--- config.mk ---
export PLATFORM = sky130hd
export DESIGN_NAME = trailing_moving_average
export DESIGN_NICKNAME = d
export VERILOG_FILES = /design/src/hdl/tma_pkg.sv /design/src/hdl/tma_datapath.sv /design/src/hdl/tma_ctrl.sv /design/src/hdl/trailing_moving_average.sv
export VERILOG_INCLUDE_DIRS = /design/src /design/src/hdl
export SDC_FILE = /design/constraint.sdc
export NUM_CORES = 2
export LEC_CHECK = 0
export ABC_AREA = 1
export BUFFER_PORTS_ARGS = -buffer_cell sky130_fd_sc_hd__buf_4
export CORE_MARGIN = 2
export CORE_UTILIZATION = 45
export CTS_CLUSTER_SIZE = 24
export DETAILED_ROUTE_END_ITERATION = 8
export GPL_TIMING_DRIVEN = 0
export PLACE_DENSITY = 0.72
export SYNTH_ARGS = -nofsm -noshare
export SYNTH_HDL_FRONTEND = slang
export SYNTH_SLANG_ARGS = --single-unit
--- constraint.sdc ---
create_clock -name i_clk -period 3.93 [get_ports i_clk]
set_input_delay 0 -clock i_clk [delete_from_list [all_inputs] [get_ports i_clk]]
set_output_delay 0 -clock i_clk [all_outputs]
set_load 0.05 [all_outputs]
--- src/hdl/trailing_moving_average_assert.svh ---
// assertion macros shared by the moving average modules
`ifndef TRAILING_MOVING_AVERAGE_ASSERT_SVH
`define TRAILING_MOVING_AVERAGE_ASSERT_SVH

// same-cycle implication, disabled while reset is asserted
`define TMA_ASSERT_NOW(label, clk, rst_n, ante, cons) \
    label: assert property (@(posedge clk) disable iff (!rst_n) (ante) |-> (cons)) \
        else $error("tma assertion failed");

// next-cycle implication, disabled while reset is asserted
`define TMA_ASSERT_NEXT(label, clk, rst_n, ante, cons) \
    label: assert property (@(posedge clk) disable iff (!rst_n) (ante) |=> (cons)) \
        else $error("tma assertion failed");

`endif

--- src/hdl/tma_pkg.sv ---
// shared constants, types and helpers of the trailing moving average
`timescale 1ns / 1ps
`default_nettype none

package tma_pkg;

    localparam int MAX_WINDOW = 64;
    localparam int DATA_W     = 32;
    localparam int CFG_W      = 7;
    localparam int SLOT_W     = $clog2(MAX_WINDOW);
    localparam int CNT_W      = $clog2(MAX_WINDOW + 1);
    localparam int SUM_W      = DATA_W + SLOT_W;
    localparam int ITER_W     = $clog2(SUM_W);
    localparam logic [CFG_W-1:0] WINDOW_RESET = CFG_W'(4);

    typedef struct packed {
        logic cfg_write;
        logic accept;
        logic read_old;
        logic update;
        logic div_load;
        logic div_step;
        logic out_load;
    } t_ctrl_cmd;

    typedef struct packed {
        logic div_last;
    } t_dp_status;

    function automatic logic [CNT_W-1:0] eff_window(input logic [CFG_W-1:0] v);
        logic [CNT_W-1:0] w;
        if (v == '0) begin
            w = CNT_W'(1);
        end else if (int'(v) > MAX_WINDOW) begin
            w = CNT_W'(MAX_WINDOW);
        end else begin
            w = CNT_W'(v);
        end
        return w;
    endfunction

endpackage

`default_nettype wire

--- src/hdl/tma_datapath.sv ---
// sample ring, running sum, fill count, serial divider and output register
`timescale 1ns / 1ps
`default_nettype none

`include "trailing_moving_average_assert.svh"

module tma_datapath (
    input  wire logic                              i_clk,
    input  wire logic                              i_rst_n,
    input  wire tma_pkg::t_ctrl_cmd                i_cmd,
    output tma_pkg::t_dp_status                    o_status,
    input  wire logic [tma_pkg::CFG_W-1:0]         i_cfg_data,
    input  wire logic signed [tma_pkg::DATA_W-1:0] i_sample,
    input  wire logic                              i_first_of_set,
    output logic signed [tma_pkg::DATA_W-1:0]      o_average
);

    localparam int DW = tma_pkg::DATA_W;
    localparam int SW = tma_pkg::SUM_W;
    localparam int CW = tma_pkg::CNT_W;
    localparam int LW = tma_pkg::SLOT_W;
    localparam int IW = tma_pkg::ITER_W;

    logic [DW-1:0] r_ring [tma_pkg::MAX_WINDOW];
    logic [DW-1:0] r_ring_q;

    logic [tma_pkg::CFG_W-1:0] r_window;
    logic signed [SW-1:0]      r_sum,  n_sum;
    logic [CW-1:0]             r_fill, n_fill;
    logic [LW-1:0]             r_slot, n_slot;
    logic [DW-1:0]             r_sample;

    logic [SW-1:0]   r_quo;
    logic [CW:0]     r_rem;
    logic [CW-1:0]   r_div;
    logic            r_neg;
    logic [IW-1:0]   r_iter;
    logic [DW-1:0]   r_average;

    logic [CW-1:0]        w_eff;
    logic [CW-1:0]        slot_x;
    logic [LW-1:0]        old_addr;
    logic                 full;
    logic signed [SW-1:0] sample_ext;
    logic signed [SW-1:0] old_ext;
    logic [SW-1:0]        mag;
    logic [CW:0]          trial;
    logic                 ge;
    logic [SW-1:0]        quo_signed;

    assign w_eff  = tma_pkg::eff_window(r_window);
    assign slot_x = CW'(r_slot);
    assign full   = (r_fill >= w_eff);

    // oldest slot of the window, wrapping around the ring
    always_comb begin
        if (slot_x >= w_eff) begin
            old_addr = LW'(slot_x - w_eff);
        end else begin
            old_addr = LW'(slot_x + CW'(tma_pkg::MAX_WINDOW) - w_eff);
        end
    end

    assign sample_ext = {{(SW-DW){r_sample[DW-1]}}, r_sample};
    assign old_ext    = {{(SW-DW){r_ring_q[DW-1]}}, r_ring_q};

    always_comb begin
        n_sum  = r_sum;
        n_fill = r_fill;
        n_slot = r_slot;
        if (i_cmd.update) begin
            if (full) begin
                n_sum  = r_sum - old_ext + sample_ext;
                n_fill = w_eff;
            end else begin
                n_sum  = r_sum + sample_ext;
                n_fill = r_fill + CW'(1);
            end
            if (r_slot == LW'(tma_pkg::MAX_WINDOW - 1)) begin
                n_slot = '0;
            end else begin
                n_slot = r_slot + LW'(1);
            end
        end
    end

    always_ff @(posedge i_clk) begin
        if (!i_rst_n) begin
            r_window <= tma_pkg::WINDOW_RESET;
            r_sum    <= '0;
            r_fill   <= '0;
            r_slot   <= '0;
        end else if (i_cmd.cfg_write) begin
            r_window <= i_cfg_data;
            r_sum    <= '0;
            r_fill   <= '0;
            r_slot   <= '0;
        end else if (i_cmd.accept && i_first_of_set) begin
            r_sum    <= '0;
            r_fill   <= '0;
            r_slot   <= '0;
        end else begin
            r_sum    <= n_sum;
            r_fill   <= n_fill;
            r_slot   <= n_slot;
        end
    end

    // ring memory: one write and one registered read
    always_ff @(posedge i_clk) begin
        if (i_cmd.update) begin
            r_ring[r_slot] <= r_sample;
        end
        if (i_cmd.read_old) begin
            r_ring_q <= r_ring[old_addr];
        end
    end

    always_ff @(posedge i_clk) begin
        if (i_cmd.accept) begin
            r_sample <= i_sample;
        end
    end

    // restoring divide of the sum magnitude, one quotient bit per cycle
    assign mag   = r_sum[SW-1] ? SW'(-r_sum) : SW'(r_sum);
    assign trial = {r_rem[CW-1:0], r_quo[SW-1]};
    assign ge    = (trial >= {1'b0, r_div});

    always_ff @(posedge i_clk) begin
        if (!i_rst_n) begin
            r_iter <= '0;
        end else if (i_cmd.div_load) begin
            r_iter <= IW'(SW - 1);
        end else if (i_cmd.div_step) begin
            r_iter <= r_iter - IW'(1);
        end
    end

    always_ff @(posedge i_clk) begin
        if (i_cmd.div_load) begin
            r_quo <= mag;
            r_rem <= '0;
            r_div <= r_fill;
            r_neg <= r_sum[SW-1];
        end else if (i_cmd.div_step) begin
            r_quo <= {r_quo[SW-2:0], ge};
            r_rem <= ge ? (trial - {1'b0, r_div}) : trial;
        end
    end

    assign quo_signed = r_neg ? (~r_quo + SW'(1)) : r_quo;

    always_ff @(posedge i_clk) begin
        if (i_cmd.out_load) begin
            r_average <= quo_signed[DW-1:0];
        end
    end

    assign o_average         = r_average;
    assign o_status.div_last = (r_iter == '0);

    `TMA_ASSERT_NOW(a_fill_within_window, i_clk, i_rst_n, 1'b1, r_fill <= w_eff)
    `TMA_ASSERT_NEXT(a_fill_nonzero_after_update, i_clk, i_rst_n, i_cmd.update, r_fill != '0)
    `TMA_ASSERT_NEXT(a_divisor_nonzero, i_clk, i_rst_n, i_cmd.div_load, r_div != '0)

endmodule

`default_nettype wire

--- src/hdl/tma_ctrl.sv ---
// controller state machine and output valid of the moving average
`timescale 1ns / 1ps
`default_nettype none

`include "trailing_moving_average_assert.svh"

module tma_ctrl (
    input  wire logic                i_clk,
    input  wire logic                i_rst_n,
    input  wire logic                i_valid,
    output logic                     o_stall,
    output logic                     o_valid,
    input  wire logic                i_stall,
    input  wire logic                i_cfg_valid,
    output logic                     o_cfg_ready,
    output tma_pkg::t_ctrl_cmd       o_cmd,
    input  wire tma_pkg::t_dp_status i_status
);

    typedef enum logic [5:0] {
        S_IDLE   = 6'b000001,
        S_READ   = 6'b000010,
        S_UPDATE = 6'b000100,
        S_LOAD   = 6'b001000,
        S_DIV    = 6'b010000,
        S_DONE   = 6'b100000
    } t_state;

    t_state r_state, n_state;
    logic   r_out_valid;
    logic   item_acc;
    logic   cfg_acc;
    logic   out_free;

    assign o_cfg_ready = (r_state == S_IDLE);
    assign o_stall     = (r_state != S_IDLE) || i_cfg_valid;
    assign cfg_acc     = i_cfg_valid && o_cfg_ready;
    assign item_acc    = i_valid && !o_stall;
    assign out_free    = !r_out_valid || !i_stall;

    always_comb begin
        n_state = r_state;
        unique case (r_state)
            S_IDLE: begin
                if (item_acc) begin
                    n_state = S_READ;
                end
            end
            S_READ:   n_state = S_UPDATE;
            S_UPDATE: n_state = S_LOAD;
            S_LOAD:   n_state = S_DIV;
            S_DIV: begin
                if (i_status.div_last) begin
                    n_state = S_DONE;
                end
            end
            S_DONE: begin
                if (out_free) begin
                    n_state = S_IDLE;
                end
            end
            default: n_state = S_IDLE;
        endcase
    end

    always_comb begin
        o_cmd           = '0;
        o_cmd.cfg_write = cfg_acc;
        o_cmd.accept    = item_acc;
        o_cmd.read_old  = (r_state == S_READ);
        o_cmd.update    = (r_state == S_UPDATE);
        o_cmd.div_load  = (r_state == S_LOAD);
        o_cmd.div_step  = (r_state == S_DIV);
        o_cmd.out_load  = (r_state == S_DONE) && out_free;
    end

    always_ff @(posedge i_clk) begin
        if (!i_rst_n) begin
            r_state     <= S_IDLE;
            r_out_valid <= 1'b0;
        end else begin
            r_state <= n_state;
            if (o_cmd.out_load) begin
                r_out_valid <= 1'b1;
            end else if (!i_stall) begin
                r_out_valid <= 1'b0;
            end
        end
    end

    assign o_valid = r_out_valid;

    `TMA_ASSERT_NOW(a_no_result_overwrite, i_clk, i_rst_n, o_cmd.out_load, out_free)
    `TMA_ASSERT_NEXT(a_accept_starts_read, i_clk, i_rst_n, item_acc, r_state == S_READ)
    `TMA_ASSERT_NEXT(a_div_exit, i_clk, i_rst_n, (r_state == S_DIV) && i_status.div_last, r_state == S_DONE)

endmodule

`default_nettype wire

--- src/hdl/trailing_moving_average.sv ---
// top level of the trailing simple moving average over Q16.16 samples
//
//  channel   direction  handshake                 payload
//  input     in         i_valid / o_stall         i_sample, i_first_of_set
//  output    out        o_valid / i_stall         o_average
//  config    in         i_cfg_valid / o_cfg_ready i_cfg_data (window length)
//
// a new item is accepted only once the previous item has been written to the output register
// each item includes the bit-serial divide of the running sum by the fill count
// the result sits in an output register, so a stalled output only holds the last step
// synchronous active-low reset sets window length 4 and an empty window
// a config write or an item with first_of_set clears the window
`timescale 1ns / 1ps
`default_nettype none

module trailing_moving_average (
    input  wire logic                              i_clk,
    input  wire logic                              i_rst_n,
    input  wire logic                              i_valid,
    output logic                                   o_stall,
    input  wire logic signed [tma_pkg::DATA_W-1:0] i_sample,
    input  wire logic                              i_first_of_set,
    output logic                                   o_valid,
    input  wire logic                              i_stall,
    output logic signed [tma_pkg::DATA_W-1:0]      o_average,
    input  wire logic                              i_cfg_valid,
    output logic                                   o_cfg_ready,
    input  wire logic [tma_pkg::CFG_W-1:0]         i_cfg_data
);

    tma_pkg::t_ctrl_cmd  cmd;
    tma_pkg::t_dp_status status;

    tma_ctrl u_ctrl (
        .i_clk       (i_clk),
        .i_rst_n     (i_rst_n),
        .i_valid     (i_valid),
        .o_stall     (o_stall),
        .o_valid     (o_valid),
        .i_stall     (i_stall),
        .i_cfg_valid (i_cfg_valid),
        .o_cfg_ready (o_cfg_ready),
        .o_cmd       (cmd),
        .i_status    (status)
    );

    tma_datapath u_datapath (
        .i_clk          (i_clk),
        .i_rst_n        (i_rst_n),
        .i_cmd          (cmd),
        .o_status       (status),
        .i_cfg_data     (i_cfg_data),
        .i_sample       (i_sample),
        .i_first_of_set (i_first_of_set),
        .o_average      (o_average)
    );

endmodule

`default_nettype wire

Word-level counts from Yosys, hierarchy flattened. Memory sizes are Yosys's and may differ from the RTL's. A register that Yosys moved wholly into a read port is not among the register bits. Cells that the tools add are included.

Memories kept: 1. Input bits: 45. RAM bits: 2048. Output and inout port bits: 35. Logic and storage cells: 81. Flip-flop bits (word level): 188.

Memory list: u_datapath.r_ring (words 64, bits a word 32, read ports 1, clocked after Yosys merged registers in 1, write ports 1, RTL line tma_datapath.sv:24) `logic [DW-1:0] r_ring [tma_pkg::MAX_WINDOW];`.

Muxes and demuxes: 21. Magnitude comparators: 4. Equality and inequality tests: 12. Reductions and logical operators: 15. $add $sub $neg: 12. Bitwise gates (word level): 2.

Operator list (number): two-way mux 38 bit (4); adder 38 x 32 -> 38 bit (2); two-way mux 6 bit (7); negator 38 bit (1); subtractor 38 x 32 -> 38 bit (1); case mux 6 bit (6 select lines) (1); adder 32 x 1 -> 32 bit, second input constant (1); two-way mux 32 bit (1); inverter 32 bit (1); two-way mux 7 bit (4); adder 6 x 1 -> 6 bit, second input constant (2); == test 6 bit, second input constant (2); subtractor 6 bit (2); greater-or-equal comparator 8 x 7 -> 1 bit (1); adder 7 x 1 -> 7 bit, second input constant (1); greater-or-equal comparator 6 x 7 -> 1 bit (1); greater-or-equal comparator 7 bit (1); greater-than comparator 7 bit, second input constant (1); zero test 7 bit (1); subtractor 7 bit (1); == test 6 x 1 -> 1 bit, second input constant (1); == test 6 x 2 -> 1 bit, second input constant (1); == test 6 x 3 -> 1 bit, second input constant (1); == test 6 x 4 -> 1 bit, second input constant (1); other kinds (15) (26).

Longest topological paths before layout.
Word-level depth: 6. Gate-level depth with buffers: 21. Gate-level depth less buffers: 20.

By module. From an unflattened synthesis, not the netlist that was laid out.

Cells, all modules: 8782. Area, all modules: 99402.8 µm².

Modules (own cells, without submodules): tma_datapath (cells an instance 8716, instances 1, area each 98972.4 µm²); tma_ctrl (cells an instance 66, instances 1, area each 430.4 µm²).

Least setup slack after synthesis. OpenSTA, ideal clock, no wires.

Kind: register -> register. Start point: reg u_ctrl.r_state[4]. End point: reg u_ctrl.r_state[0]. Stages on the path, launching flop included: 7. Path slack: -0.383 ns. Arrival time: 4.131 ns. Required time: 3.748 ns. Path through: dfxtp_1 inv_1 nand2_1 nor4_1 inv_1 nand3_1 o311ai_0.

Word-level cells in the longest chain between the ends: 6. Elaborated cells on any way between the ends: 15.

Ends and longest elaborated chain: from (decl) (RTL line tma_ctrl.sv:29) `t_state r_state, n_state;`; from (signal assigned) (RTL line tma_ctrl.sv:82) `r_state <= n_state;`; != test 6 x 1 -> 1 bit (RTL line tma_ctrl.sv:36) `assign o_stall = (r_state != S_IDLE) || i_cfg_valid;`; logical OR 1 bit (RTL line tma_ctrl.sv:36); zero test 1 bit (RTL line tma_ctrl.sv:38) `assign item_acc = i_valid && !o_stall;`; logical AND 1 bit (RTL line tma_ctrl.sv:38); != test 2 bit (no source line); AND reduction 3 bit (no source line).

Parallel ways exist; a longest one is shown, timed or not. A chain may end at the register's enable or synchronous reset.

Worst setup path in the final report.
Start point: reg u_ctrl.r_state[4]. End point: mem u_datapath.r_ring[56][19] (netlist name) (enable).

Word-level cells in the longest chain between the ends: 3.

Ends and longest elaborated chain: == test 6 x 3 -> 1 bit (RTL line tma_ctrl.sv:71) `o_cmd.update = (r_state == S_UPDATE);`; two-way mux 1 bit (RTL line tma_datapath.sv:111) `if (i_cmd.update) begin`; two-way mux 1 bit (not written as such) (RTL line tma_datapath.sv:112) `r_ring[r_slot] <= r_sample;`; to (decl) (RTL line tma_datapath.sv:24).

No other way between the ends.

==> qor.yml <==
status:
  status: "complete, but fails checks"
  failed_checks: "negative setup slack"
synthesis:
  async_reset_ff_share_pct: 0
  ys_types: 46
  ys.flop_type: "edfxtp_1"
  ys_top_cells_by_area: "edfxtp_1, o21ai_0, nor2_1, nand2_1, mux2i_1"
  synth_top_area_cell: "edfxtp_1"
  syn_nets: 8928
  syn_area_mm2: 0.0992
  yosysWarnings: 0
  synth_edf_count: 2190
  synth_cells: 8742
  seq_area_frac_synth_pct: 67.9
  ys_ff_latch: 2268
  syn_area_per_cell_um2: 11.3
  yosysTopAreaCellShare_pct: 66.3
die:
  coreArea_mm2: 0.220
  rows: 172
  dieHeight_um: 474
  pin_count: 80
  start_util_pct: 45.2
  die_w_um: 474
  die_area_mm2: 0.224
critical_path:
  cp.required_ns: 4.41
  reg2regPathDepth: 8
  path_max_fanout: 32
  crit_buf_inv: 2
  max_stage_delay_ns: 1.18
  worstPathCellList: "inv_1, nand2_1, nor2_1, nand3_1, clkbuf_1, nor2_1, nand3_2, nor2_4"
  worst_path_most_repeated_cell: "nor2_1"
  cp-start-kind: "flip-flop"
  worstSetupPathType: "flip-flop to flip-flop"
  slowest_stage: "nor2_4"
  cp_data_arrival_time_ns: 4.68
  path_depth: 8
  crit_family: "simple AND/OR/NAND/NOR gates"
  crit_path_end_kind: "flip-flop"
route:
  wire_per_inst_um: 25.4
  vias: 71700
  drc_errors: 0
  firstDrtPassIters: 9
  final_antenna_net_count: 0
  avgViaCountPerCell: 5.78
  wirelength_um: 315000
  drt_iter0_markers: 10100
pwr:
  p_int_mw: 46.8
  power_density_mw_per_mm2: 644
  p_sw_share_pct: 38.6
  p_leak_nw: 44.0
  p_clk_share_pct: 27.7
  p_seq_share_pct: 35.5
  combPwrFrac_pct: 36.8
  fin_total_pwr_mw: 76.2
  ir_drop_uv: 497
  p_switching_mw: 29.4
timing:
  hold_violations: 0
  worst_slack_ns: -0.270
  worstMarginPinSlew_ns: 1.39
  finalCritPeriodShare_pct: 107
  finalSetupViolCount: 225
  clock_skew_ns: 0.0403
  setup_tns_ns: -24.71
  clock.fmax_ghz: 0.238
  slew_headroom_pct: 7.18
  drv_slew: 0
  period_needed_ns: 4.20
  hold_ws_ns: 0.112
  rsz0062_at_grt: "yes"
finish:
  final_common_cell: "edfxtp_1"
  layout_common_cells: "edfxtp_1, nand2_1, nor2_1, o21ai_0, inv_1"
  nets: 9532
  utilization_pct: 53.9
  register_area_mm2: 0.0673
  multi_input_area_mm2: 0.0286
  fin_cells: 12400
  drive_gt1_share_pct: 12.7
  fillers: 17900
  final_area_mm2: 0.118
  syn_to_final_growth_pct: 19.2
clocking:
  h-tree-depth: 4
  cts.sinks: 2268
  numCtsBuffers: 217
  cts-root-buf: "clkbuf_16"
  clkLatencyLatePin_ns: 0.89
  cts_buffer_depth: 3
  cts_tree: "done"
  clk_pin_slew_ns: 0.08
placement:
  io_buffers: 79
  placed_cell_area_mm2: 0.108
  gp_congestion: 1.08
  dp_slack_ns: -1.91
  post-dp-hpwl_um: 224000
  placedCellCount: 11900
global_route:
  grt_overflow: 0
  grt_pass1_vias: 68600
  grt_pass1_wl_um: 449000
  grt_max_degree: 42
  gr-usage-all-layers_pct: 27.3
  antenna_found_initial: 9
worst_hold_path:
  min_path_cells: 7
  min_path_type: "primary input to flip-flop"
flow_run:
  drv_cap: 0
per-layer routing:
metal  vias up  routed length, um  track usage [%]
met5         -                 90                0
met4         4              15200             12.2
met3       682              33400             5.66
met2      4150             146000             43.5
met1     34900             120000             36.0
li1      31900                  -                -
power by group through the flow:
stage	clock network, mW	logic (mW)	registers [mW]
floorplan	0	13.7	27.8
global placement	0	22.7	28.4
detailed placement	0	24.2	27.7
CTS	21.2	25.4	27.1
global route	22.1	29.4	27.1
finish	21.1	28.0	27.1
flip-flops by register name, indices dropped and copies added (netlist names):
signal / count
u_datapath.o_average: 32
u_datapath.r_quo: 38
u_datapath.r_sum: 38
u_datapath.r_sample: 32
u_datapath.r_rem: 7
u_datapath.r_window: 7
u_datapath.r_iter: 6
u_datapath.r_ring: 2048
u_datapath.r_neg: 1
u_ctrl.o_valid: 1
u_ctrl.r_state: 6
u_datapath.r_fill: 7
u_datapath.r_slot: 6
u_datapath.r_ring_q: 32
u_datapath.r_div: 7
worst min-delay path, stage by stage:
cell and delay [ns]:
buf_4 0.08, nand2_1 0.19, nand3_1 0.27, buf_2 0.26, a21oi_1 0.06, nand2_1 0.06, inv_1 0.03
cell families after synthesis:
| logic type | share of synthesized area (%) |
|---|---|
| multiplexers | 2.91 |
| AND/OR/NAND/NOR | 11.6 |
| AO/OA/AOI/OAI | 9.87 |
| buffers and inverters | 4.93 |
| flip-flops | 67.9 |
| XOR/XNOR | 0.810 |
| adder cells (fa/ha/maj) | 2.08 |
area by class of cell:
class	count	area share (%)
buffer	455	2.28
clock inverter	142	1.18
antenna	3	0.00635
timing repair buffer	381	5.11
tap	2871	3.04
clock buffer	268	4.84
inverter	746	2.37
sequential	2268	56.9
multi-input combinational	5277	24.2
cells in the mapped netlist, types with 3 or more instances:
| cell type | n |
|---|---|
| ha_1 | 101 |
| inv_1 | 741 |
| dfxtp_1 | 78 |
| edfxtp_1 | 2190 |
| o21ai_0 | 1026 |
| a21oi_1 | 165 |
| xnor2_1 | 21 |
| nand4_1 | 16 |
| fa_1 | 40 |
| o21ai_1 | 353 |
| o22ai_1 | 291 |
| and2_1 | 3 |
| nor4_1 | 8 |
| nor3b_1 | 4 |
| nand2_1 | 1198 |
| nand3b_1 | 8 |
| mux2i_1 | 288 |
| nand3_1 | 362 |
| buf_4 | 33 |
| or2_2 | 6 |
| o31ai_1 | 3 |
| o21bai_1 | 9 |
| buf_6 | 3 |
| nor2_1 | 1240 |
| buf_2 | 178 |
| clkbuf_2 | 3 |
| nor3_1 | 37 |
| a31oi_1 | 7 |
| clkbuf_1 | 205 |
| xor2_1 | 67 |
| buf_1 | 35 |
| o211ai_1 | 4 |
path summary, 6_finish.rpt:
kind	startpoint	to	slack [ns]
setup / recovery	u_ctrl.r_state[4]	u_datapath.r_ring[56][19]	-0.27
hold / removal	i_first_of_set	u_datapath.r_sum[16]	0.11
setup reg to reg	u_ctrl.r_state[4]	u_datapath.r_ring[56][19]	-0.27
hold reg to reg	u_datapath.r_rem[6]	u_datapath.r_rem[6]	0.45
what timing repair did:
item | in CTS | in global routing
pin swaps | 8 | 38
hold endpoints to repair | 132 | 0
buffers inserted | 8 | 39
resized for setup | 289 | 285
endpoints found under the setup margin | 193 | 538
hold buffers | 94 | 0
gates cloned | 1 | 6
(Power assumes the default switching activity.)
